[src/rtl/rstg_pkg.sv]
`default_nettype none

package rstg_pkg;

    typedef enum logic [1:0] {
        OP_SAMPLE = 2'd0,
        OP_UPDATE = 2'd1,
        OP_PITCH  = 2'd2,
        OP_RATE   = 2'd3
    } opcode_t;

    typedef enum logic [1:0] {
        REG_VOLUME = 2'd0,
        REG_LENGTH = 2'd1,
        REG_ENABLE = 2'd2
    } reg_index_t;

    typedef enum logic [1:0] {
        LVL_KEEP,
        LVL_MID,
        LVL_SINE
    } level_op_t;

    // What the second stage needs to finish a word.
    typedef struct packed {
        level_op_t  level_op;
        logic       is_pitch;
        logic [7:0] frac;
        logic       running;
    } stage_t;

    localparam logic [15:0] DEFAULT_STEP   = 16'd461;
    localparam logic [15:0] DEFAULT_LENGTH = 16'd7812;
    localparam logic [15:0] PITCH_MAX      = 16'd65279;
    localparam logic [7:0]  MID_LEVEL      = 8'd128;

    localparam logic [7:0] SINE_TABLE [256] = '{
        8'd128, 8'd131, 8'd134, 8'd137, 8'd140, 8'd143, 8'd146, 8'd149,
        8'd153, 8'd156, 8'd159, 8'd162, 8'd165, 8'd168, 8'd171, 8'd174,
        8'd177, 8'd180, 8'd182, 8'd185, 8'd188, 8'd191, 8'd194, 8'd196,
        8'd199, 8'd201, 8'd204, 8'd207, 8'd209, 8'd211, 8'd214, 8'd216,
        8'd218, 8'd220, 8'd223, 8'd225, 8'd227, 8'd229, 8'd231, 8'd232,
        8'd234, 8'd236, 8'd238, 8'd239, 8'd241, 8'd242, 8'd243, 8'd245,
        8'd246, 8'd247, 8'd248, 8'd249, 8'd250, 8'd251, 8'd252, 8'd253,
        8'd253, 8'd254, 8'd254, 8'd255, 8'd255, 8'd255, 8'd255, 8'd255,
        8'd255, 8'd255, 8'd255, 8'd255, 8'd255, 8'd254, 8'd254, 8'd253,
        8'd253, 8'd252, 8'd251, 8'd251, 8'd250, 8'd249, 8'd248, 8'd247,
        8'd245, 8'd244, 8'd243, 8'd241, 8'd240, 8'd238, 8'd237, 8'd235,
        8'd233, 8'd232, 8'd230, 8'd228, 8'd226, 8'd224, 8'd222, 8'd219,
        8'd217, 8'd215, 8'd213, 8'd210, 8'd208, 8'd205, 8'd203, 8'd200,
        8'd198, 8'd195, 8'd192, 8'd189, 8'd187, 8'd184, 8'd181, 8'd178,
        8'd175, 8'd172, 8'd169, 8'd166, 8'd163, 8'd160, 8'd157, 8'd154,
        8'd151, 8'd148, 8'd145, 8'd142, 8'd139, 8'd135, 8'd132, 8'd129,
        8'd126, 8'd123, 8'd120, 8'd116, 8'd113, 8'd110, 8'd107, 8'd104,
        8'd101, 8'd98,  8'd95,  8'd92,  8'd89,  8'd86,  8'd83,  8'd80,
        8'd77,  8'd74,  8'd71,  8'd68,  8'd66,  8'd63,  8'd60,  8'd57,
        8'd55,  8'd52,  8'd50,  8'd47,  8'd45,  8'd42,  8'd40,  8'd38,
        8'd36,  8'd33,  8'd31,  8'd29,  8'd27,  8'd25,  8'd23,  8'd22,
        8'd20,  8'd18,  8'd17,  8'd15,  8'd14,  8'd12,  8'd11,  8'd10,
        8'd8,   8'd7,   8'd6,   8'd5,   8'd4,   8'd4,   8'd3,   8'd2,
        8'd2,   8'd1,   8'd1,   8'd0,   8'd0,   8'd0,   8'd0,   8'd0,
        8'd0,   8'd0,   8'd0,   8'd0,   8'd0,   8'd1,   8'd1,   8'd2,
        8'd2,   8'd3,   8'd4,   8'd5,   8'd6,   8'd7,   8'd8,   8'd9,
        8'd10,  8'd12,  8'd13,  8'd14,  8'd16,  8'd17,  8'd19,  8'd21,
        8'd23,  8'd24,  8'd26,  8'd28,  8'd30,  8'd32,  8'd35,  8'd37,
        8'd39,  8'd41,  8'd44,  8'd46,  8'd48,  8'd51,  8'd54,  8'd56,
        8'd59,  8'd61,  8'd64,  8'd67,  8'd70,  8'd73,  8'd75,  8'd78,
        8'd81,  8'd84,  8'd87,  8'd90,  8'd93,  8'd96,  8'd99,  8'd102,
        8'd106, 8'd109, 8'd112, 8'd115, 8'd118, 8'd121, 8'd124, 8'd128
    };

    localparam logic [11:0] STEP_TABLE [256] = '{
        12'd461,  12'd474,  12'd486,  12'd499,  12'd512,  12'd524,  12'd537,  12'd550,
        12'd562,  12'd575,  12'd588,  12'd600,  12'd613,  12'd626,  12'd638,  12'd651,
        12'd664,  12'd676,  12'd689,  12'd702,  12'd714,  12'd727,  12'd740,  12'd752,
        12'd765,  12'd778,  12'd790,  12'd803,  12'd815,  12'd828,  12'd841,  12'd853,
        12'd866,  12'd879,  12'd891,  12'd904,  12'd917,  12'd929,  12'd942,  12'd955,
        12'd967,  12'd980,  12'd993,  12'd1005, 12'd1018, 12'd1031, 12'd1043, 12'd1056,
        12'd1069, 12'd1081, 12'd1094, 12'd1107, 12'd1119, 12'd1132, 12'd1145, 12'd1157,
        12'd1170, 12'd1183, 12'd1195, 12'd1208, 12'd1221, 12'd1233, 12'd1246, 12'd1259,
        12'd1271, 12'd1284, 12'd1297, 12'd1309, 12'd1322, 12'd1335, 12'd1347, 12'd1360,
        12'd1373, 12'd1385, 12'd1398, 12'd1411, 12'd1423, 12'd1436, 12'd1449, 12'd1461,
        12'd1474, 12'd1487, 12'd1499, 12'd1512, 12'd1525, 12'd1537, 12'd1550, 12'd1563,
        12'd1575, 12'd1588, 12'd1601, 12'd1613, 12'd1626, 12'd1639, 12'd1651, 12'd1664,
        12'd1677, 12'd1689, 12'd1702, 12'd1715, 12'd1727, 12'd1740, 12'd1753, 12'd1765,
        12'd1778, 12'd1791, 12'd1803, 12'd1816, 12'd1829, 12'd1841, 12'd1854, 12'd1867,
        12'd1879, 12'd1892, 12'd1905, 12'd1917, 12'd1930, 12'd1943, 12'd1955, 12'd1968,
        12'd1981, 12'd1993, 12'd2006, 12'd2019, 12'd2031, 12'd2044, 12'd2057, 12'd2069,
        12'd2082, 12'd2095, 12'd2107, 12'd2120, 12'd2133, 12'd2145, 12'd2158, 12'd2171,
        12'd2183, 12'd2196, 12'd2209, 12'd2221, 12'd2234, 12'd2247, 12'd2259, 12'd2272,
        12'd2285, 12'd2297, 12'd2310, 12'd2323, 12'd2335, 12'd2348, 12'd2361, 12'd2373,
        12'd2386, 12'd2399, 12'd2411, 12'd2424, 12'd2437, 12'd2449, 12'd2462, 12'd2475,
        12'd2487, 12'd2500, 12'd2513, 12'd2525, 12'd2538, 12'd2551, 12'd2563, 12'd2576,
        12'd2589, 12'd2601, 12'd2614, 12'd2627, 12'd2639, 12'd2652, 12'd2665, 12'd2677,
        12'd2690, 12'd2703, 12'd2715, 12'd2728, 12'd2741, 12'd2753, 12'd2766, 12'd2779,
        12'd2791, 12'd2804, 12'd2817, 12'd2829, 12'd2842, 12'd2855, 12'd2867, 12'd2880,
        12'd2893, 12'd2905, 12'd2918, 12'd2931, 12'd2943, 12'd2956, 12'd2969, 12'd2981,
        12'd2994, 12'd3007, 12'd3019, 12'd3032, 12'd3045, 12'd3057, 12'd3070, 12'd3083,
        12'd3095, 12'd3108, 12'd3121, 12'd3133, 12'd3146, 12'd3159, 12'd3171, 12'd3184,
        12'd3197, 12'd3209, 12'd3222, 12'd3235, 12'd3247, 12'd3260, 12'd3273, 12'd3285,
        12'd3298, 12'd3311, 12'd3323, 12'd3336, 12'd3349, 12'd3361, 12'd3374, 12'd3387,
        12'd3399, 12'd3412, 12'd3425, 12'd3437, 12'd3450, 12'd3463, 12'd3475, 12'd3488,
        12'd3501, 12'd3513, 12'd3526, 12'd3539, 12'd3551, 12'd3564, 12'd3577, 12'd3589,
        12'd3602, 12'd3614, 12'd3627, 12'd3640, 12'd3652, 12'd3665, 12'd3678, 12'd3690
    };

endpackage

`default_nettype wire

[src/rtl/rstg_sine_rom.sv]
`default_nettype none

// Sine table with a registered read port.
module rstg_sine_rom (
    input  wire logic       clk,
    input  wire logic       rd_en,
    input  wire logic [7:0] addr,
    output logic      [7:0] data
);

    logic [7:0] data_reg;

    always_ff @(posedge clk)
    begin
        if (rd_en)
        begin
            data_reg <= rstg_pkg::SINE_TABLE[addr];
        end
    end

    assign data = data_reg;

endmodule

`default_nettype wire

[src/rtl/rstg_step_rom.sv]
`default_nettype none

// Step table with two registered read ports, one for each interpolation end.
module rstg_step_rom (
    input  wire logic        clk,
    input  wire logic        rd_en,
    input  wire logic [7:0]  addr_a,
    input  wire logic [7:0]  addr_b,
    output logic      [11:0] data_a,
    output logic      [11:0] data_b
);

    logic [11:0] data_a_reg;
    logic [11:0] data_b_reg;

    always_ff @(posedge clk)
    begin
        if (rd_en)
        begin
            data_a_reg <= rstg_pkg::STEP_TABLE[addr_a];
            data_b_reg <= rstg_pkg::STEP_TABLE[addr_b];
        end
    end

    assign data_a = data_a_reg;
    assign data_b = data_b_reg;

endmodule

`default_nettype wire

[src/rtl/rstg_ctrl.sv]
`default_nettype none

// First stage: tone sequencing state, updated as each word is accepted.
module rstg_ctrl (
    input  wire logic           clk,
    input  wire logic           rst_n,
    input  wire logic           accept,
    input  wire logic [1:0]     opcode,
    input  wire logic [15:0]    operand,
    input  wire logic [15:0]    length_limit,
    input  wire logic           enable,
    input  wire logic           pitch_wr,
    input  wire logic [15:0]    pitch_step,
    output logic      [7:0]     sine_addr,
    output logic      [7:0]     step_addr_lo,
    output logic      [7:0]     step_addr_hi,
    output rstg_pkg::stage_t    stage
);

    logic [15:0] phase_reg;
    logic [15:0] phase_next;
    logic [15:0] phase_step_reg;
    logic [15:0] phase_step_next;
    logic [15:0] pending_step_reg;
    logic [15:0] repeat_rate_reg;
    logic [15:0] repeat_rate_next;
    logic [15:0] sample_count_reg;
    logic [15:0] sample_count_next;
    logic [15:0] rate_acc_reg;
    logic [15:0] rate_acc_next;
    logic        running_reg;
    logic        running_next;
    logic [15:0] pending_fwd;
    logic [15:0] count_inc;
    logic [15:0] pitch_index;
    logic        trigger;

    // A pitch result finishing in the second stage this cycle wins.
    assign pending_fwd = pitch_wr ? pitch_step : pending_step_reg;
    assign count_inc   = sample_count_reg + 16'd1;
    assign trigger     = (16'd0 - rate_acc_reg) < repeat_rate_reg;
    assign pitch_index = (operand > rstg_pkg::PITCH_MAX) ? rstg_pkg::PITCH_MAX : operand;

    assign sine_addr    = phase_reg[15:8];
    assign step_addr_lo = pitch_index[15:8];
    assign step_addr_hi = pitch_index[15:8] + 8'd1;

    always_comb
    begin
        phase_next        = phase_reg;
        phase_step_next   = phase_step_reg;
        repeat_rate_next  = repeat_rate_reg;
        sample_count_next = sample_count_reg;
        rate_acc_next     = rate_acc_reg;
        running_next      = running_reg;
        stage.level_op    = rstg_pkg::LVL_KEEP;
        stage.is_pitch    = 1'b0;
        stage.frac        = pitch_index[7:0];
        unique case (rstg_pkg::opcode_t'(opcode))
            rstg_pkg::OP_SAMPLE:
            begin
                if (running_reg)
                begin
                    sample_count_next = count_inc;
                    if (count_inc < length_limit)
                    begin
                        phase_next     = phase_reg + phase_step_reg;
                        stage.level_op = rstg_pkg::LVL_SINE;
                    end
                    else
                    begin
                        running_next = 1'b0;
                        phase_next   = 16'd0;
                    end
                end
            end
            rstg_pkg::OP_UPDATE:
            begin
                if (enable)
                begin
                    if (trigger)
                    begin
                        phase_step_next   = pending_fwd;
                        sample_count_next = 16'd0;
                        if (!running_reg)
                        begin
                            running_next   = 1'b1;
                            stage.level_op = rstg_pkg::LVL_MID;
                        end
                    end
                    rate_acc_next = rate_acc_reg + repeat_rate_reg;
                end
            end
            rstg_pkg::OP_PITCH:
            begin
                stage.is_pitch = 1'b1;
            end
            rstg_pkg::OP_RATE:
            begin
                repeat_rate_next = operand;
            end
            default:
            begin
                stage.is_pitch = 1'b0;
            end
        endcase
        stage.running = running_next;
    end

    always_ff @(posedge clk or negedge rst_n)
    begin
        if (!rst_n)
        begin
            phase_reg        <= 16'd0;
            phase_step_reg   <= rstg_pkg::DEFAULT_STEP;
            pending_step_reg <= rstg_pkg::DEFAULT_STEP;
            repeat_rate_reg  <= 16'd0;
            sample_count_reg <= 16'd0;
            rate_acc_reg     <= 16'd0;
            running_reg      <= 1'b0;
        end
        else
        begin
            if (pitch_wr)
            begin
                pending_step_reg <= pitch_step;
            end
            if (accept)
            begin
                phase_reg        <= phase_next;
                phase_step_reg   <= phase_step_next;
                repeat_rate_reg  <= repeat_rate_next;
                sample_count_reg <= sample_count_next;
                rate_acc_reg     <= rate_acc_next;
                running_reg      <= running_next;
            end
        end
    end

endmodule

`default_nettype wire

[src/rtl/retriggered_sine_tone_generator.sv]
`default_nettype none

// Retriggered sine tone generator. One word is accepted on every clock
// cycle while in_stall is low; each word gives exactly one result word,
// which passes from the second-stage register into the output register
// and is held there while out_stall is high. The stages follow the
// registered read of the sine and step tables: the first stage updates
// the phase, tone counter and repetition accumulator and addresses the
// tables, the second stage scales the sine sample by the volume shift,
// interpolates a new pitch step and writes the PWM level. The output
// register and the second stage together let one more word in while a
// result is stalled. Configuration writes (volume shift, tone length, enable) must be made
// while no word is in flight.
module retriggered_sine_tone_generator (
    input  wire logic        clk,
    input  wire logic        rst_n,
    input  wire logic        in_valid,
    output logic             in_stall,
    input  wire logic [1:0]  opcode,
    input  wire logic [15:0] operand,
    output logic             out_valid,
    input  wire logic        out_stall,
    output logic      [7:0]  pwm_level,
    output logic             tone_active,
    input  wire logic        cfg_write,
    input  wire logic [1:0]  cfg_index,
    input  wire logic [15:0] cfg_data
);

    logic [3:0]  volume_reg;
    logic [15:0] length_reg;
    logic        enable_reg;

    logic              accept;
    logic              s1_move;
    logic              s1_valid_reg;
    rstg_pkg::stage_t  s1_reg;
    rstg_pkg::stage_t  stage;

    logic [7:0]  sine_addr;
    logic [7:0]  step_addr_lo;
    logic [7:0]  step_addr_hi;
    logic [7:0]  sine_data;
    logic [11:0] step_lo;
    logic [11:0] step_hi;

    logic        pitch_wr;
    logic [15:0] pitch_step;
    logic [19:0] interp_prod;
    logic [7:0]  scaled_level;
    logic [7:0]  level_reg;
    logic [7:0]  level_next;

    logic        out_valid_reg;
    logic [7:0]  pwm_level_reg;
    logic        tone_active_reg;

    // Configuration registers; an index beyond the list is ignored.
    always_ff @(posedge clk or negedge rst_n)
    begin
        if (!rst_n)
        begin
            volume_reg <= 4'd0;
            length_reg <= rstg_pkg::DEFAULT_LENGTH;
            enable_reg <= 1'b0;
        end
        else if (cfg_write)
        begin
            case (cfg_index)
                rstg_pkg::REG_VOLUME: volume_reg <= cfg_data[3:0];
                rstg_pkg::REG_LENGTH: length_reg <= cfg_data;
                rstg_pkg::REG_ENABLE: enable_reg <= cfg_data[0];
                default:              enable_reg <= enable_reg;
            endcase
        end
    end

    // The second stage moves on whenever the output register is free or
    // being emptied; a new word may enter whenever the second stage moves
    // or is empty.
    assign s1_move  = !out_valid_reg || !out_stall;
    assign in_stall = s1_valid_reg && !s1_move;
    assign accept   = in_valid && !in_stall;

    rstg_ctrl u_ctrl (
        .clk          (clk),
        .rst_n        (rst_n),
        .accept       (accept),
        .opcode       (opcode),
        .operand      (operand),
        .length_limit (length_reg),
        .enable       (enable_reg),
        .pitch_wr     (pitch_wr),
        .pitch_step   (pitch_step),
        .sine_addr    (sine_addr),
        .step_addr_lo (step_addr_lo),
        .step_addr_hi (step_addr_hi),
        .stage        (stage)
    );

    rstg_sine_rom u_sine_rom (
        .clk   (clk),
        .rd_en (accept),
        .addr  (sine_addr),
        .data  (sine_data)
    );

    rstg_step_rom u_step_rom (
        .clk    (clk),
        .rd_en  (accept),
        .addr_a (step_addr_lo),
        .addr_b (step_addr_hi),
        .data_a (step_lo),
        .data_b (step_hi)
    );

    always_ff @(posedge clk or negedge rst_n)
    begin
        if (!rst_n)
        begin
            s1_valid_reg <= 1'b0;
        end
        else if (s1_move || !s1_valid_reg)
        begin
            s1_valid_reg <= accept;
        end
    end

    always_ff @(posedge clk)
    begin
        if (accept)
        begin
            s1_reg <= stage;
        end
    end

    // The step table rises monotonically, so the difference is never negative.
    assign interp_prod = 20'(step_hi - step_lo) * 20'(s1_reg.frac);
    assign pitch_step  = 16'(step_lo) + 16'(interp_prod[19:8]);
    assign pitch_wr    = s1_valid_reg && s1_move && s1_reg.is_pitch;

    // Level pulled toward the midpoint; shifts of eight or more leave 128.
    assign scaled_level = rstg_pkg::MID_LEVEL - (rstg_pkg::MID_LEVEL >> volume_reg)
                          + (sine_data >> volume_reg);

    always_comb
    begin
        case (s1_reg.level_op)
            rstg_pkg::LVL_MID:  level_next = rstg_pkg::MID_LEVEL;
            rstg_pkg::LVL_SINE: level_next = scaled_level;
            default:            level_next = level_reg;
        endcase
    end

    always_ff @(posedge clk or negedge rst_n)
    begin
        if (!rst_n)
        begin
            level_reg     <= 8'd0;
            out_valid_reg <= 1'b0;
        end
        else if (s1_move)
        begin
            out_valid_reg <= s1_valid_reg;
            if (s1_valid_reg)
            begin
                level_reg <= level_next;
            end
        end
    end

    always_ff @(posedge clk)
    begin
        if (s1_move && s1_valid_reg)
        begin
            pwm_level_reg   <= level_next;
            tone_active_reg <= s1_reg.running;
        end
    end

    assign out_valid   = out_valid_reg;
    assign pwm_level   = pwm_level_reg;
    assign tone_active = tone_active_reg;

endmodule

`default_nettype wire
[config.mk]
export PLATFORM = sky130hd
export DESIGN_NAME = retriggered_sine_tone_generator
export DESIGN_NICKNAME = d
export VERILOG_FILES = /design/src/rtl/rstg_pkg.sv /design/src/rtl/rstg_sine_rom.sv /design/src/rtl/rstg_step_rom.sv /design/src/rtl/rstg_ctrl.sv /design/src/rtl/retriggered_sine_tone_generator.sv
export SDC_FILE = /design/constraint.sdc
export NUM_CORES = 1
export LEC_CHECK = 0
export BUFFER_PORTS_ARGS = -buffer_cell sky130_fd_sc_hd__buf_2
export CORE_MARGIN = 4
export CORE_UTILIZATION = 50
export CTS_CLUSTER_DIAMETER = 100
export DETAILED_ROUTE_END_ITERATION = 10
export PLACE_DENSITY = 0.74
export SYNTH_ARGS = -nofsm -noshare
export SYNTH_HDL_FRONTEND = slang
export SYNTH_SLANG_ARGS = --single-unit
[constraint.sdc]
create_clock -name clk -period 8.68 [get_ports clk]
set_clock_uncertainty 0.1 [all_clocks]
set_input_delay 0.434 -clock clk [delete_from_list [all_inputs] [get_ports clk]]
set_output_delay 0.434 -clock clk [all_outputs]
set_load 0.01 [all_outputs]
; ---- Yosys cells after proc, flatten, opt, wreduce, memory -nomap -nowiden
; Memories as Yosys holds them, arrays and structs flattened. A register that Yosys moved wholly into a read port is not among the register bits.
; Cells that the tools add are included.
[op_classes]
n_reduce_logical = 23
mul = 1
muxes = 20
bitwise_logic = 3
magnitude_cmp = 3
n_eq_ne = 10
shifts = 2
add_sub_neg = 9
[op_table]
columns = op, n
row1 = $mux W16, 6
row2 = $add A16 B16 Y16, 2
row3 = $lt A16 B16 Y1, 2
row4 = $pmux W16 S2, 1
row5 = $not A8 Y9, 3
row6 = $mul A13 B9 Y20, 1
row7 = $add A16 B1 Y16 const B, 1
row8 = $gt A16 B16 Y1 const B, 1
row9 = $pmux W8 S2, 1
row10 = $sub A1 B16 Y16 const A, 1
row11 = $add A12 B12 Y13, 1
row12 = $sub A12 B12 Y13, 1
row13 = $reduce_and A2 Y1, 5
row14 = $add A8 B1 Y8 const B, 1
row15 = $add A8 B8 Y8, 1
row16 = $eq A2 B2 Y1 const B, 4
row17 = $mux W2, 4
row18 = $shr A8 B4 Y8, 1
row19 = $shr A8 B4 Y8 const A, 1
row20 = $sub A8 B8 Y8 const A, 1
row21 = $eq A2 B1 Y1 const B, 3
row22 = $mux W1, 6
row23 = $reduce_and A3 Y1, 2
row24 = $logic_not A1 Y1, 5
row25 = 10 further kinds, 16
[word_totals]
memories = 3
rom_bits = 8192
in_bits = 41
elab_cells = 93
out_inout_bits = 11
reg_bits = 149
[memory_table]
columns = name, depth, word_bits, rd, rd_clocked_by_memory_dff, wr, line
row1 = (no name shown), 256, 12, 1, 1, 0, rstg_step_rom.sv:21  ; data_b_reg <= rstg_pkg::STEP_TABLE[addr_b];
row2 = (no name shown), 256, 12, 1, 1, 0, rstg_step_rom.sv:20  ; data_a_reg <= rstg_pkg::STEP_TABLE[addr_a];
row3 = (no name shown), 256, 8, 1, 1, 0, rstg_sine_rom.sv:17  ; data_reg <= rstg_pkg::SINE_TABLE[addr];

; ---- Longest topological paths before layout
[depth]
depth_word = 7
depth_mapped = 34
depth_no_buf = 34

; ---- Cells and area by module
; A second synthesis with hierarchy kept.
[unflattened]
cells_unflattened = 2699
area_unflattened_um2 = 22011.1
[by_module_without_submodules]
columns = mod, area_per_inst_um2, cells_per_inst, instances
row1 = retriggered_sine_tone_generator, 6998.0, 755, 1
row2 = rstg_ctrl, 6920.4, 735, 1
row3 = rstg_step_rom, 5686.7, 845, 1
row4 = rstg_sine_rom, 2406.1, 364, 1

; ---- Worst setup path before layout
; No wires, ideal clock.
[synth_path]
kind = register to register
start = register u_step_rom.data_a_reg[1] (netlist: u_step_rom.data_a[1])
end = register u_ctrl.phase_step_reg[11]
path_buffers = 0
setup_time_ns = 0.125
synth_period_minus_slack_ns = 7.338
stages_incl_launch_ff = 30
t_arrival_ns = 7.113
setup_slack_ns = 1.342
cell_sequence = edfxtp_1 inv_1 ha_1 nor2b_1 o21ai_1 a21boi_1 o21ai_1 a21oi_1 a211o_1 o41ai_4 mux2_2 fa_1 inv_1 fa_1 fa_1 inv_1 fa_1 inv_1 ha_1 or2_2 a311o_1 a31o_2 a21oi_1 xnor2_1 ha_1 and3_1 a211oi_2 a2111o_1 o211ai_1 mux2_2
[synth_between]
elab_chain_len = 4
[synth_lines]
columns = item, line
row1 = from (decl), rstg_step_rom.sv:13  ; logic [11:0] data_a_reg;
row2 = $sub A12 B12 Y13, retriggered_sine_tone_generator.sv:138  ; assign interp_prod = 20'(step_hi - step_lo) * 20'(s1_reg.frac);
row3 = $mul A13 B9 Y20, retriggered_sine_tone_generator.sv:138
row4 = $add A12 B12 Y13 *, retriggered_sine_tone_generator.sv:139  ; assign pitch_step = 16'(step_lo) + 16'(interp_prod[19:8]);
row5 = $mux W16 *, --
row6 = via u_ctrl.pending_fwd[11], rstg_ctrl.sv:33  ; logic [15:0] pending_fwd;
row7 = to (signal assigned), rstg_ctrl.sv:115  ; phase_step_reg <= rstg_pkg::DEFAULT_STEP;
row8 = to (signal assigned), rstg_ctrl.sv:131  ; phase_step_reg <= phase_step_next;
row9 = to (decl), rstg_ctrl.sv:22  ; logic [15:0] phase_step_reg;
; The timed path passes the listed nets; every way through them passes the cells marked *.
; A chain may end at the register's enable or synchronous reset.

; ---- Final worst setup path
[layout_path]
start = register u_step_rom.data_a_reg[0] (netlist: u_step_rom.data_a[0])
end = register u_ctrl.phase_step_reg[10]
; The elaborated chain is that of the path after synthesis.

==> results.json <==
{
  "ys.flop_type": "dfrtp_1",
  "critPathLaunchType": "flip-flop",
  "ys_seq_area_share_pct": 22.4,
  "max-cap-violations": 0,
  "place_congestion": 0.986,
  "hp-class": "in2reg",
  "syn_nets": 2940,
  "via_per_inst": 6.44,
  "synth_area_per_cell_um2": 8.08,
  "synth_edf_count": 53,
  "grt_antenna_before_repair": 4,
  "num_vias": 20200,
  "setup_viol": 0,
  "clk_pin_slew_ns": 0.07,
  "crit_type": "reg2reg",
  "async_reset_ff_share_pct": 70.7,
  "start_util_pct": 50.9,
  "postSynthCellCount": 2662,
  "drt-pass1-iter-count": 6,
  "area_growth_pct": 4.26,
  "die_y_um": 215,
  "final_antenna_net_count": 0,
  "row_count": 75,
  "min_from": "in_valid",
  "r2r-start": "u_step_rom.data_a[0]",
  "finalCriticalPeriod_ns": 8.20,
  "period_share_pct": 94.5,
  "core-area_um2": 42200,
  "r2r_end": "u_ctrl.phase_step_reg[10]",
  "relSlewSlack_pct": 26.2,
  "synth_cell_types": 107,
  "clkLatencyLatePin_ns": 0.46,
  "reg2reg_depth": 32,
  "grt_pass1_vias": 19500,
  "cts_root_buffer": "clkbuf_16",
  "status": "completed",
  "drc_errors": 0,
  "wire_per_inst_um": 19.9,
  "dieArea_um2": 46400,
  "holdPathStages": 2,
  "finalSetupTns_ns": 0,
  "track_usage_pct": 26.0,
  "fillers": 3909,
  "first_iter_violations": 2579,
  "startpoint": "u_step_rom.data_a[0]",
  "grt_pass1_wl_mm": 101,
  "io_pins": 52,
  "grt_setup_unrepaired": "false",
  "whs_endpoint": "s1_valid_reg",
  "nets": 2861,
  "synth-seq-cells": 181,
  "r2r_slack_ns": 0.48,
  "cp_slowest_cell": "fa_1",
  "end_kind": "flip-flop",
  "wirelength_mm": 62.4,
  "tritoncts": "built",
  "crit_fanout": 8,
  "cts.htree.levels": 4,
  "cpMostUsedCell": "fa_1",
  "finalHoldViolations": 0,
  "clk_path_buf_depth": 2,
  "drive_gt1_share_pct": 10.7,
  "die_width_um": 215,
  "clock_sinks": 181,
  "grt_max_degree": 91,
  "worstPathRequired_ns": 8.92,
  "portBuffers": 51,
  "cts_buffers": 17,
  "slowest_delay_ns": 0.54,
  "dpl.hpwl_mm": 43.9,
  "syn_area_um2": 21500,
  "yosys_warnings": 0,
  "slew_viol_final": 0,
  "crit_arrival_ns": 8.44,
  "fmax_mhz": 122,
  "grt_overflow": 0,
  "worstMarginPinSlew_ns": 1.10
}
-- layout by cell type (no fill, tap or decap), types with 25 or more instances in the layout --
cell type and count:
nand2_1 292, a21oi_1 206, o21ai_0 206, inv_1 192
nor2_1 192, ha_1 153, dfrtp_1 108, fa_1 83
mux2_2 72, xnor2_1 59, nor2b_1 54, and2_1 54
nor3_1 53, edfxtp_1 53, nand3_1 50, buf_2 50
nand2b_1 43, a211oi_1 35, xor2_1 34, a31oi_1 34
a22o_1 32, o211ai_1 31, buf_4 31, o22ai_1 30
a21o_1 28, mux2i_1 25
-- routing by layer --
metal / part of all wire (%) / GRT usage (%) / wire length (um)
met5: 0.066 / 0 / 41
met1: 41 / 34.7 / 25700
met3: 8.2 / 4.88 / 5090
met4: 4.4 / 11.1 / 2740
met2: 46 / 41.8 / 28800
-- cell type report --
| cell class | instances | area (um^2) | area share [%] |
|---|---|---|---|
| clock inverter | 15 | 136 | 0.608 |
| multi-input combinational | 2102 | 15100 | 67.4 |
| sequential | 181 | 4820 | 21.5 |
| tap | 539 | 674 | 3.01 |
| inverter | 198 | 743 | 3.31 |
| antenna | 1 | 2.50 | 0.0112 |
| clock buffer | 17 | 425 | 1.90 |
| timing repair buffer | 83 | 504 | 2.25 |
-- Yosys cell counts (9+ instances only) --
| library cell | count | area, um^2 |
|---|---|---|
| o21ai_1 | 18 | 90.1 |
| dfrtp_1 | 110 | 2750 |
| clkbuf_1 | 98 | 368 |
| a22oi_1 | 12 | 90.1 |
| a211oi_1 | 35 | 263 |
| xnor2_1 | 59 | 517 |
| nor3_1 | 53 | 265 |
| o21a_1 | 13 | 97.6 |
| a21o_1 | 28 | 210 |
| a21oi_1 | 206 | 1030 |
| inv_1 | 192 | 721 |
| nor2_1 | 194 | 728 |
| and3_1 | 15 | 93.8 |
| or3_1 | 13 | 81.3 |
| buf_4 | 14 | 105 |
| and2_1 | 55 | 344 |
| o21bai_1 | 10 | 75.1 |
| a31oi_1 | 34 | 213 |
| o31ai_1 | 16 | 120 |
| xor2_1 | 34 | 298 |
| o221ai_1 | 14 | 123 |
| ha_1 | 154 | 1930 |
| a221oi_1 | 13 | 114 |
| mux2_2 | 72 | 811 |
| mux4_2 | 12 | 270 |
| mux2i_1 | 25 | 250 |
| nand2_1 | 292 | 1100 |
| o21ai_0 | 206 | 1030 |
| a211o_1 | 12 | 105 |
| a22o_1 | 32 | 280 |
| buf_2 | 55 | 275 |
| nor2b_1 | 54 | 338 |
| o2111ai_1 | 9 | 78.8 |
| o211ai_1 | 31 | 233 |
| dfstp_2 | 18 | 473 |
| nand3_1 | 50 | 250 |
| nand4_1 | 17 | 106 |
| o22ai_1 | 30 | 188 |
| or2_2 | 19 | 119 |
| edfxtp_1 | 53 | 1590 |
| fa_1 | 83 | 1660 |
| buf_1 | 9 | 33.8 |
| nand2b_1 | 43 | 269 |
-- how the worst max path moves through the flow --
stage / slack (ns) / end
after floorplan: 1.34 / u_ctrl.phase_step_reg[11]
after global placement: 0.83 / u_ctrl.phase_step_reg[9]
after detailed placement: 0.62 / u_ctrl.phase_step_reg[10]
after CTS: 0.57 / u_ctrl.phase_step_reg[10]
after global routing: 0.04 / u_ctrl.phase_step_reg[10]
final: 0.48 / u_ctrl.phase_step_reg[10]
-- stage by stage --
stage / hold slack, ns / std cells / utilization [%] / cell area (um^2) / worst slack, ns
4_1_cts: 0.0592 / 3135 / 53.1 / 22400 / 0.574
5_1_grt: 0.0802 / 3136 / 53.1 / 22400 / 0.0420
3_3_place_gp: 0.305 / 3102 / 51.7 / 21800 / 0.830
2_1_floorplan: 0.0384 / 2662 / - / 21500 / 1.34
3_5_place_dp: 0.308 / 3102 / 51.7 / 21800 / 0.621
6_report: 0.0810 / 3136 / 53.1 / 22400 / 0.481
-- worst max-delay path, delay by kind of cell, from the launching register on --
family                     cells  cell delay (ns)
and+or+nand+nor                7             1.17
muxes                          1             0.26
buffers and inverters          4             0.27
AOI/OAI and AO/OA             10             2.00
adders and majority gates      8             3.26
xor gates and xnor gates       2             0.61
DFF                            1             0.41
-- logic make-up (layout without fill, tap and decap cells) --
family	Yosys count	count (layout)	synth area share, %
simple gates	843	843	18.6
compound gates	814	814	24.6
buf+inv	379	313	7.35
fa+ha+maj	240	240	16.8
flops	181	181	22.4
mux	110	110	6.24
xor+xnor	95	95	3.97
other cells	0	1	0
-- timing repair --
item,CTS,global route
gates resized for setup,0,0
hold buffers,1,0
buffers inserted,0,0
endpoints found under the hold margin,65,0
Power is not shown: default switching activity piles up to over one toggle a cycle in this logic, so the estimate is an artifact.
